==> src/sv/fcp_pkg.sv <==
// Shared types and constants of the frame chunk packetizer.
package fcp_pkg;

  // Header layout: magic, frame id, chunk index, chunk count, frame size.
  localparam int unsigned HdrBytes = 16;
  localparam int unsigned HdrIdxW  = $clog2(HdrBytes);

  // Chunk count divider: 33-bit dividend, one quotient bit per step.
  localparam int unsigned DivSteps = 33;

  // Configuration register indexes.
  localparam int unsigned CfgIdxW = 2;
  localparam logic [CfgIdxW-1:0] CfgPayload  = 2'd0;
  localparam logic [CfgIdxW-1:0] CfgMagic    = 2'd1;
  localparam logic [CfgIdxW-1:0] CfgMaxFrame = 2'd2;

  // Configuration reset values.
  localparam logic [15:0] PayloadReset  = 16'd1400;
  localparam logic [31:0] MagicReset    = 32'd0;
  localparam logic [31:0] MaxFrameReset = 32'd1048576;

  // Kind of result loaded into the output register.
  typedef enum logic [1:0] {
    EMIT_NONE,
    EMIT_REJECT,
    EMIT_HEADER,
    EMIT_DATA
  } fcp_emit_e;

  // Commands from the controller to the datapath.
  typedef struct packed {
    logic      capture;
    logic      clear_open;
    logic      div_start;
    logic      commit;
    fcp_emit_e emit;
  } fcp_cmd_t;

  // Status from the datapath to the controller.
  typedef struct packed {
    logic req_data;
    logic too_big;
    logic len_zero;
    logic div_done;
    logic frame_open;
    logic fill_zero;
    logic hdr_last;
    logic out_free;
  } fcp_sts_t;

endpackage

==> src/sv/fcp_div.sv <==
// Bit-serial restoring divider that yields the low 16 bits of the chunk count.
module fcp_div import fcp_pkg::*; (
  input  logic        clk_i,
  input  logic        rst_ni,
  input  logic        start_i,
  input  logic [32:0] dividend_i,
  input  logic [15:0] divisor_i,
  output logic        done_o,
  output logic [15:0] quot_o
);

  localparam int unsigned CntW = $clog2(DivSteps);

  logic            busy_q, busy_d;
  logic            done_q, done_d;
  logic [CntW-1:0] cnt_q, cnt_d;
  logic [32:0]     num_q, num_d;
  logic [15:0]     rem_q, rem_d;
  logic [15:0]     quot_q, quot_d;
  logic [16:0]     trial;
  logic [16:0]     diff;
  logic            take;

  // One quotient bit per cycle, dividend bits shifted in from the top.
  always_comb begin
    trial  = {rem_q, num_q[32]};
    diff   = trial - {1'b0, divisor_i};
    take   = (trial >= {1'b0, divisor_i});
    busy_d = busy_q;
    done_d = 1'b0;
    cnt_d  = cnt_q;
    num_d  = num_q;
    rem_d  = rem_q;
    quot_d = quot_q;
    if (start_i) begin
      busy_d = 1'b1;
      cnt_d  = CntW'(DivSteps - 1);
      num_d  = dividend_i;
      rem_d  = '0;
      quot_d = '0;
    end else if (busy_q) begin
      num_d  = {num_q[31:0], 1'b0};
      rem_d  = take ? diff[15:0] : trial[15:0];
      quot_d = {quot_q[14:0], take};
      if (cnt_q == '0) begin
        busy_d = 1'b0;
        done_d = 1'b1;
      end else begin
        cnt_d = cnt_q - CntW'(1);
      end
    end
  end

  // Divider registers.
  always_ff @(posedge clk_i or negedge rst_ni) begin
    if (!rst_ni) begin
      busy_q <= 1'b0;
      done_q <= 1'b0;
      cnt_q  <= '0;
    end else begin
      busy_q <= busy_d;
      done_q <= done_d;
      cnt_q  <= cnt_d;
    end
  end

  always_ff @(posedge clk_i) begin
    num_q  <= num_d;
    rem_q  <= rem_d;
    quot_q <= quot_d;
  end

  assign done_o = done_q;
  assign quot_o = quot_q;

endmodule

==> src/sv/fcp_dp.sv <==
// Datapath of the packetizer: item, configuration and frame registers, header
// byte selection and the output register.
module fcp_dp import fcp_pkg::*; (
  input  logic               clk_i,
  input  logic               rst_ni,
  input  fcp_cmd_t           cmd_i,
  output fcp_sts_t           sts_o,
  input  logic               req_type_i,
  input  logic [7:0]         data_byte_i,
  input  logic [31:0]        frame_length_i,
  input  logic [31:0]        frame_number_i,
  input  logic               cfg_valid_i,
  input  logic [CfgIdxW-1:0] cfg_index_i,
  input  logic [31:0]        cfg_data_i,
  output logic               out_valid_o,
  input  logic               out_stall_i,
  output logic [7:0]         out_byte_o,
  output logic               packet_end_o,
  output logic               run_end_o,
  output logic               status_o
);

  // Captured input item.
  logic        req_q;
  logic [7:0]  byte_q;
  logic [31:0] len_q;
  logic [31:0] fid_q;

  // Configuration registers.
  logic [15:0] payload_q;
  logic [31:0] magic_q;
  logic [31:0] max_frame_q;

  // Frame state.
  logic [31:0] cur_size_q, cur_size_d;
  logic [31:0] cur_id_q, cur_id_d;
  logic [31:0] taken_q, taken_d;
  logic [15:0] chunk_idx_q, chunk_idx_d;
  logic [15:0] chunk_total_q, chunk_total_d;
  logic [15:0] fill_q, fill_d;
  logic        open_q, open_d;
  logic [HdrIdxW-1:0] hdr_cnt_q, hdr_cnt_d;

  // Output register.
  logic        out_valid_q, out_valid_d;
  logic [7:0]  out_byte_q, out_byte_d;
  logic        pend_q, pend_d;
  logic        rend_q, rend_d;
  logic        status_q, status_d;

  logic [15:0]  eff_payload;
  logic [32:0]  dividend;
  logic         div_done;
  logic [15:0]  quot;
  logic [127:0] hdr_vec;
  logic [7:0]   hdr_byte;
  logic         hdr_last;
  logic [31:0]  taken_inc;
  logic [15:0]  fill_inc;
  logic [15:0]  idx_inc;
  logic         all_taken;
  logic         data_end;
  logic         out_free;

  // A payload size of zero behaves as one.
  assign eff_payload = (payload_q == '0) ? 16'd1 : payload_q;
  assign dividend    = {1'b0, len_q} + {17'd0, eff_payload} - 33'd1;

  fcp_div u_div (
    .clk_i      (clk_i),
    .rst_ni     (rst_ni),
    .start_i    (cmd_i.div_start),
    .dividend_i (dividend),
    .divisor_i  (eff_payload),
    .done_o     (div_done),
    .quot_o     (quot)
  );

  // Header bytes go out most significant first.
  assign hdr_vec  = {magic_q, cur_id_q, chunk_idx_q, chunk_total_q, cur_size_q};
  assign hdr_byte = hdr_vec[8*(HdrBytes-1-int'(hdr_cnt_q)) +: 8];
  assign hdr_last = (hdr_cnt_q == HdrIdxW'(HdrBytes - 1));

  // End of packet test for the data byte being sent.
  assign taken_inc = taken_q + 32'd1;
  assign fill_inc  = fill_q + 16'd1;
  assign idx_inc   = chunk_idx_q + 16'd1;
  assign all_taken = (taken_inc == cur_size_q);
  assign data_end  = all_taken || (fill_inc >= eff_payload);

  assign out_free = !out_valid_q || !out_stall_i;

  // Frame state and output register next values.
  always_comb begin
    cur_size_d    = cur_size_q;
    cur_id_d      = cur_id_q;
    taken_d       = taken_q;
    chunk_idx_d   = chunk_idx_q;
    chunk_total_d = chunk_total_q;
    fill_d        = fill_q;
    open_d        = open_q;
    hdr_cnt_d     = hdr_cnt_q;
    out_valid_d   = out_valid_q && out_stall_i;
    out_byte_d    = out_byte_q;
    pend_d        = pend_q;
    rend_d        = rend_q;
    status_d      = status_q;

    if (cmd_i.clear_open) begin
      open_d = 1'b0;
    end
    if (cmd_i.commit) begin
      cur_size_d    = len_q;
      cur_id_d      = fid_q;
      taken_d       = '0;
      chunk_idx_d   = '0;
      chunk_total_d = (quot == '0) ? 16'd1 : quot;
      fill_d        = '0;
      open_d        = (len_q != '0);
      hdr_cnt_d     = '0;
    end

    unique case (cmd_i.emit)
      EMIT_NONE: begin
      end
      EMIT_REJECT: begin
        out_valid_d = 1'b1;
        out_byte_d  = 8'd0;
        pend_d      = 1'b0;
        rend_d      = 1'b1;
        status_d    = 1'b1;
      end
      EMIT_HEADER: begin
        // A header closes its packet only for an empty frame.
        out_valid_d = 1'b1;
        out_byte_d  = hdr_byte;
        pend_d      = hdr_last && !req_q;
        rend_d      = hdr_last && !req_q;
        status_d    = 1'b0;
        hdr_cnt_d   = hdr_cnt_q + HdrIdxW'(1);
      end
      EMIT_DATA: begin
        out_valid_d = 1'b1;
        out_byte_d  = byte_q;
        pend_d      = data_end;
        rend_d      = 1'b1;
        status_d    = 1'b0;
        taken_d     = taken_inc;
        if (data_end) begin
          fill_d      = '0;
          chunk_idx_d = idx_inc;
          if (all_taken || (idx_inc == chunk_total_q)) begin
            open_d = 1'b0;
          end
        end else begin
          fill_d = fill_inc;
        end
      end
    endcase
  end

  // Control and configuration registers.
  always_ff @(posedge clk_i or negedge rst_ni) begin
    if (!rst_ni) begin
      payload_q     <= PayloadReset;
      magic_q       <= MagicReset;
      max_frame_q   <= MaxFrameReset;
      cur_size_q    <= '0;
      cur_id_q      <= '0;
      taken_q       <= '0;
      chunk_idx_q   <= '0;
      chunk_total_q <= '0;
      fill_q        <= '0;
      open_q        <= 1'b0;
      hdr_cnt_q     <= '0;
      out_valid_q   <= 1'b0;
    end else begin
      if (cfg_valid_i) begin
        if (cfg_index_i == CfgPayload) begin
          payload_q <= cfg_data_i[15:0];
        end
        if (cfg_index_i == CfgMagic) begin
          magic_q <= cfg_data_i;
        end
        if (cfg_index_i == CfgMaxFrame) begin
          max_frame_q <= cfg_data_i;
        end
      end
      cur_size_q    <= cur_size_d;
      cur_id_q      <= cur_id_d;
      taken_q       <= taken_d;
      chunk_idx_q   <= chunk_idx_d;
      chunk_total_q <= chunk_total_d;
      fill_q        <= fill_d;
      open_q        <= open_d;
      hdr_cnt_q     <= hdr_cnt_d;
      out_valid_q   <= out_valid_d;
    end
  end

  // Payload registers.
  always_ff @(posedge clk_i) begin
    if (cmd_i.capture) begin
      req_q  <= req_type_i;
      byte_q <= data_byte_i;
      len_q  <= frame_length_i;
      fid_q  <= frame_number_i;
    end
    out_byte_q <= out_byte_d;
    pend_q     <= pend_d;
    rend_q     <= rend_d;
    status_q   <= status_d;
  end

  // Status toward the controller.
  always_comb begin
    sts_o.req_data   = req_q;
    sts_o.too_big    = (len_q > max_frame_q);
    sts_o.len_zero   = (len_q == '0);
    sts_o.div_done   = div_done;
    sts_o.frame_open = open_q;
    sts_o.fill_zero  = (fill_q == '0);
    sts_o.hdr_last   = hdr_last;
    sts_o.out_free   = out_free;
  end

  assign out_valid_o  = out_valid_q;
  assign out_byte_o   = out_byte_q;
  assign packet_end_o = pend_q;
  assign run_end_o    = rend_q;
  assign status_o     = status_q;

endmodule

==> src/sv/fcp_ctrl.sv <==
// Controller state machine that sequences one input item at a time.
module fcp_ctrl import fcp_pkg::*; (
  input  logic     clk_i,
  input  logic     rst_ni,
  input  logic     in_valid_i,
  output logic     in_stall_o,
  input  fcp_sts_t sts_i,
  output fcp_cmd_t cmd_o
);

  typedef enum logic [5:0] {
    ST_IDLE   = 6'b000001,
    ST_CHECK  = 6'b000010,
    ST_REJECT = 6'b000100,
    ST_DIV    = 6'b001000,
    ST_HEADER = 6'b010000,
    ST_DATA   = 6'b100000
  } fcp_state_e;

  fcp_state_e state_q, state_d;

  assign in_stall_o = (state_q != ST_IDLE);

  // Next state and datapath commands.
  always_comb begin
    state_d          = state_q;
    cmd_o.capture    = 1'b0;
    cmd_o.clear_open = 1'b0;
    cmd_o.div_start  = 1'b0;
    cmd_o.commit     = 1'b0;
    cmd_o.emit       = EMIT_NONE;
    unique case (state_q)
      ST_IDLE: begin
        if (in_valid_i) begin
          cmd_o.capture = 1'b1;
          state_d       = ST_CHECK;
        end
      end
      ST_CHECK: begin
        if (!sts_i.req_data) begin
          // Any frame start abandons the open frame.
          cmd_o.clear_open = 1'b1;
          if (sts_i.too_big) begin
            state_d = ST_REJECT;
          end else begin
            cmd_o.div_start = 1'b1;
            state_d         = ST_DIV;
          end
        end else if (!sts_i.frame_open) begin
          state_d = ST_IDLE;
        end else if (sts_i.fill_zero) begin
          state_d = ST_HEADER;
        end else begin
          state_d = ST_DATA;
        end
      end
      ST_REJECT: begin
        if (sts_i.out_free) begin
          cmd_o.emit = EMIT_REJECT;
          state_d    = ST_IDLE;
        end
      end
      ST_DIV: begin
        if (sts_i.div_done) begin
          cmd_o.commit = 1'b1;
          state_d      = sts_i.len_zero ? ST_HEADER : ST_IDLE;
        end
      end
      ST_HEADER: begin
        if (sts_i.out_free) begin
          cmd_o.emit = EMIT_HEADER;
          if (sts_i.hdr_last) begin
            state_d = sts_i.req_data ? ST_DATA : ST_IDLE;
          end
        end
      end
      ST_DATA: begin
        if (sts_i.out_free) begin
          cmd_o.emit = EMIT_DATA;
          state_d    = ST_IDLE;
        end
      end
      default: begin
        state_d = ST_IDLE;
      end
    endcase
  end

  // State register.
  always_ff @(posedge clk_i or negedge rst_ni) begin
    if (!rst_ni) begin
      state_q <= ST_IDLE;
    end else begin
      state_q <= state_d;
    end
  end

endmodule

==> src/sv/frame_chunk_packetizer_unit.sv <==
// Frame chunk packetizer: takes one item at a time. A data byte passes through
// the check and data states to its result, and when it opens a packet its
// header goes out first; a data byte with no open frame is dropped after the
// check. A frame start waits for the bit-serial chunk count divider (33 steps),
// and an empty frame then sends its sixteen header bytes; a rejected frame
// start yields a lone rejection result. A stalled output holds back each
// result. The configuration port is always ready and must be written only
// while the block is idle.
module frame_chunk_packetizer_unit import fcp_pkg::*; (
  input  logic               clk_i,
  input  logic               rst_ni,
  input  logic               in_valid_i,
  output logic               in_stall_o,
  input  logic               req_type_i,
  input  logic [7:0]         data_byte_i,
  input  logic [31:0]        frame_length_i,
  input  logic [31:0]        frame_number_i,
  output logic               out_valid_o,
  input  logic               out_stall_i,
  output logic [7:0]         out_byte_o,
  output logic               packet_end_o,
  output logic               run_end_o,
  output logic               status_o,
  input  logic               cfg_valid_i,
  output logic               cfg_ready_o,
  input  logic [CfgIdxW-1:0] cfg_index_i,
  input  logic [31:0]        cfg_data_i
);

  fcp_cmd_t dp_cmd;
  fcp_sts_t dp_sts;

  assign cfg_ready_o = 1'b1;

  // Controller.
  fcp_ctrl u_ctrl (
    .clk_i      (clk_i),
    .rst_ni     (rst_ni),
    .in_valid_i (in_valid_i),
    .in_stall_o (in_stall_o),
    .sts_i      (dp_sts),
    .cmd_o      (dp_cmd)
  );

  // Datapath.
  fcp_dp u_dp (
    .clk_i          (clk_i),
    .rst_ni         (rst_ni),
    .cmd_i          (dp_cmd),
    .sts_o          (dp_sts),
    .req_type_i     (req_type_i),
    .data_byte_i    (data_byte_i),
    .frame_length_i (frame_length_i),
    .frame_number_i (frame_number_i),
    .cfg_valid_i    (cfg_valid_i),
    .cfg_index_i    (cfg_index_i),
    .cfg_data_i     (cfg_data_i),
    .out_valid_o    (out_valid_o),
    .out_stall_i    (out_stall_i),
    .out_byte_o     (out_byte_o),
    .packet_end_o   (packet_end_o),
    .run_end_o      (run_end_o),
    .status_o       (status_o)
  );

`ifndef SYNTHESIS
  // Only one item is in work at a time.
  assert property (@(posedge clk_i) disable iff (!rst_ni)
    (in_valid_i && !in_stall_o) |=> in_stall_o)
    else $error("input accepted twice in a row");

  // A rejection result is a lone zero result that ends its run.
  assert property (@(posedge clk_i) disable iff (!rst_ni)
    (out_valid_o && status_o) |-> (run_end_o && !packet_end_o && out_byte_o == 8'd0))
    else $error("malformed rejection result");

  // The controller never overwrites a result that is still waiting.
  assert property (@(posedge clk_i) disable iff (!rst_ni)
    (dp_cmd.emit != EMIT_NONE) |-> dp_sts.out_free)
    else $error("result emitted into a full output register");
`endif

endmodule

==> config.mk <==
export PLATFORM = sky130hd
export DESIGN_NAME = frame_chunk_packetizer_unit
export DESIGN_NICKNAME = d
export VERILOG_FILES = /design/src/sv/fcp_pkg.sv /design/src/sv/fcp_div.sv /design/src/sv/fcp_dp.sv /design/src/sv/fcp_ctrl.sv /design/src/sv/frame_chunk_packetizer_unit.sv
export SDC_FILE = /design/constraint.sdc
export NUM_CORES = 1
export LEC_CHECK = 0
export ABC_AREA = 1
export ABC_CLOCK_PERIOD_IN_PS = 5800
export BUFFER_PORTS_ARGS = -buffer_cell sky130_fd_sc_hd__buf_2
export CAP_MARGIN = 10
export CORE_UTILIZATION = 62
export DETAILED_ROUTE_END_ITERATION = 16
export GPL_TIMING_DRIVEN = 0
export PLACE_DENSITY = 0.82
export SKIP_CTS_REPAIR_TIMING = 1
export SLEW_MARGIN = 20
export SYNTH_ARGS = -nofsm -noshare
export SYNTH_HDL_FRONTEND = slang
export SYNTH_SLANG_ARGS = --single-unit
==> constraint.sdc <==
create_clock -name clk_i -period 5.8 [get_ports clk_i]
set_clock_uncertainty 0.1 [all_clocks]
set_input_delay 0.29 -clock clk_i [delete_from_list [all_inputs] [get_ports clk_i]]
set_output_delay 0.29 -clock clk_i [all_outputs]
set_load 0.02 [all_outputs]
==> metrics <==
Synth top area share 25.9%; Pwr Density 437 mW/mm^2; number of distinct library cells after synthesis 57; clock sinks 393; Routed WL 80.5 mm; mux contribution to synthesized area 0%; Simple-Gate Fraction of Synth Area 23.4%; Layout area overhead 17.0%; CP Data Arrival Time 4.40 ns; Post-Synth Adder-Cell Area 7.10%; row count 69; DR iter-0 viols 2750; commonest cells in the netlist 790 x nand2_1, 401 x inv_1, 297 x o21ai_0; DR WL/cell 21.9 microns; Fin Hold WS -0.0285 ns; Net Count, Synth 3148; number of remaining DRC errors 0; violated checks hold timing; Worst slew margin 36.3%; Avg Cell Area, Syn 7.83 sq um; vias 22502; Crit Path Class register to register; Async S/R FF share, synth 62.1%; maxcap violations 0; most common flop cell mapped by yosys dfrtp_1; post-route ant nets 0; #FFs+latches synth 393; CTS root buf clkbuf_16; Achievable Freq 0.239 GHz; Synth Area in Compound Gates 13.6%; starting density of the core 63.6%; # port buffers 124; hold path startpoint cfg_data_i[2]; fin crit share 72.2%; count leader, synth nand2_1; maximum root-to-sink buffer count 3; CORE AREA 0.0358 sq mm; filler cell count 2621; pins over their slew limit 0; final setup violation count 0; drt pass-1 iters 7; Die W 194 microns; YS warnings 0; CP Max Fanout 10; top cells by area, synth dfrtp_1 26%, edfxtp_1 15%, nand2_1 13%, ha_1 6.9%, inv_1 6.6%; number of global-route vias before repair 20643; unrepaired setup endpoints after global routing no; Fin Setup TNS 0 ns; WP data required 6.02 ns; critical path endpoint category register; # IOs 126; endpoints failing hold 8; CTS tree built; first-pass GRT wire length 114 mm; Cells after Synth 2908; worst slew pin tran 0.956 ns; Antenna diodes 0; outcome finished, violations left; final period demand of the worst path 4.19 ns; sequential fraction of the synthesis area 45.1%; nets 3424; Final GP Congestion 1.04; synthesized cell area 0.0228 sq mm; EDFF count, synth 117; maximum vdd ir drop 0.000349 V; reg2reg start u_dp.fill_q[0]; Hold WC Path Type primary input to register; Worst setup SP type register; leak pwr 12.8 nW; initial antenna violation count 2; clk slew on worst S/H paths 0.06 ns; area leader, netlist dfrtp_1; largest net degree at the start of global routing 107; area share of xor/xnor cells in the synthesized design 2.47%; Die H 194 microns; CTS buffer count 43; ratio of cells with drive above 1 in the final layout 7.64%; latest clock arrival within the worst-skew pair 0.61 ns; Crit. Startpoint u_dp.fill_q[0]; H-tree Lvls 2; GRT Total Usage 39.9%; vias per cell 6.12; hpwl dp 56.6 mm; die area 0.0375 sq mm; grt ovf 0; largest family of logic cells by synthesized area simple AND/OR/NAND/NOR gates
==> path summary, 6_finish.rpt <==
path / endpoint / slack, ns / cells past startpoint
setup / recovery: u_dp.packet_end_o / 1.61 / 19
hold / removal: u_dp.max_frame_q[2] / -0.03 / 3
setup reg to reg: u_dp.packet_end_o / 1.61 / 19
hold reg to reg: u_dp.cur_id_q[19] / 0.37 / 2
max in group asynchronous: u_dp.max_frame_q[20] / 4.66 / 3
min in group asynchronous: u_dp.chunk_total_q[0] / 0.10 / 2
==> state kept, by name (all words and copies together), names as in the netlist, 6 cells and up <==
name                count
u_dp.u_div.num_q       33
u_dp.cur_id_q          32
u_dp.cur_size_q        32
u_dp.fid_q             32
u_dp.len_q             32
u_dp.magic_q           32
u_dp.max_frame_q       32
u_dp.taken_q           32
u_dp.chunk_idx_q       16
u_dp.chunk_total_q     16
u_dp.fill_q            16
u_dp.payload_q         16
u_dp.u_div.quot_o      16
u_dp.u_div.rem_q       16
u_dp.byte_q             8
u_dp.out_byte_o         8
u_ctrl.state_q          6
u_dp.u_div.cnt_q        6
==> cells in the final DEF, fill, tap and decap left out, types with 4 or more instances in the layout <==
cell | synthesis | layout
a31oi_1 | 10 | 10
xnor2_1 | 11 | 11
nor4_1 | 11 | 11
nor2_1 | 200 | 199
o22ai_1 | 38 | 38
nor2_8 | 4 | 4
nand3_1 | 165 | 165
dfxtp_1 | 32 | 32
o311ai_0 | 4 | 4
a32o_1 | 13 | 13
clkbuf_1 | 76 | 83
o21bai_1 | 9 | 9
xor2_1 | 48 | 48
o21ai_0 | 297 | 297
buf_16 | 0 | 4
edfxtp_1 | 117 | 117
nand3b_1 | 16 | 16
clkbuf_16 | 0 | 46
dfrtp_1 | 236 | 236
bufinv_16 | 0 | 4
clkinv_1 | 5 | 8
o211ai_1 | 20 | 20
nand4_1 | 35 | 35
buf_1 | 10 | 10
dlygate4sd3_1 | 0 | 101
clkinv_2 | 0 | 10
a21oi_1 | 143 | 143
dfstp_2 | 8 | 8
inv_1 | 401 | 401
nand2_2 | 7 | 8
nor3_1 | 18 | 18
buf_2 | 4 | 127
ha_1 | 126 | 126
nor2_4 | 5 | 6
nand2_1 | 790 | 789
==> stage by stage <==
stage / setup WS (ns) / util (%) / std cells / area [sq um] / power [mW]
final: 1.61 / 74.4 / 3679 / 26600 / 11.7
after global routing: 1.34 / 74.4 / 3679 / 26600 / 12.3
after CTS: 1.62 / 71.6 / 3578 / 25600 / 11.4
after detailed placement: 1.71 / 67.4 / 3499 / 24100 / 8.46
after global placement: -1.11 / 66.9 / 3493 / 24000 / 8.24
after floorplan: 0.861 / - / 2908 / 22800 / 7.05
==> metal layers <==
metal  part of all wire (%)  up-vias  GRT usage [%]
met4                    6.3        4           19.0
li1                       -    10124              -
met2                     44     1531           60.8
met1                     39    10474           54.4
met5                  0.035        -              0
met3                     11      369           8.45
==> cells by family after synthesis <==
family	count (synthesis)
AO/OA/AOI/OAI	560
XOR/XNOR	61
adder cells (fa/ha/maj)	128
buffers and inverters	501
flip-flops	393
other	1
AND/OR/NAND/NOR	1264
==> worst max-delay path, stage by stage, from the launching register on <==
cell and delay (ns):
dfrtp_1 0.40, inv_1 0.10, nor2_1 0.19, nand3_1 0.17, nor3_2 0.23, nand3_1 0.17
nor3_2 0.20, nand2_1 0.12, nor3_1 0.19, xor2_1 0.25, ha_1 0.30, a21oi_1 0.16
o21ai_0 0.11, nor2_1 0.10, o21ai_0 0.09, a21oi_1 0.33, nand2_2 0.24, nand2_4 0.17
buf_6 0.18, o21ai_1 0.10
==> final cells by class <==
type	instances	area (sq um)	area share, %
multi-input cells	2014	10600	39.8
flip-flops and latches	393	10300	38.5
repair buffers	231	1790	6.72
inverters	407	1530	5.73
clock buffers	56	1220	4.57
well taps	461	577	2.16
plain buffers	94	377	1.41
clock inverters	23	274	1.03
==> power breakdown <==
part | switching [mW] | internal [mW] | leakage, nW
combinational | 2.96 | 1.59 | 7.57
clock | 1.25 | 1.68 | 0.728
sequential | 0.574 | 3.60 | 4.49
total | 4.78 | 6.87 | 12.8
(Power assumes the default switching activity.)
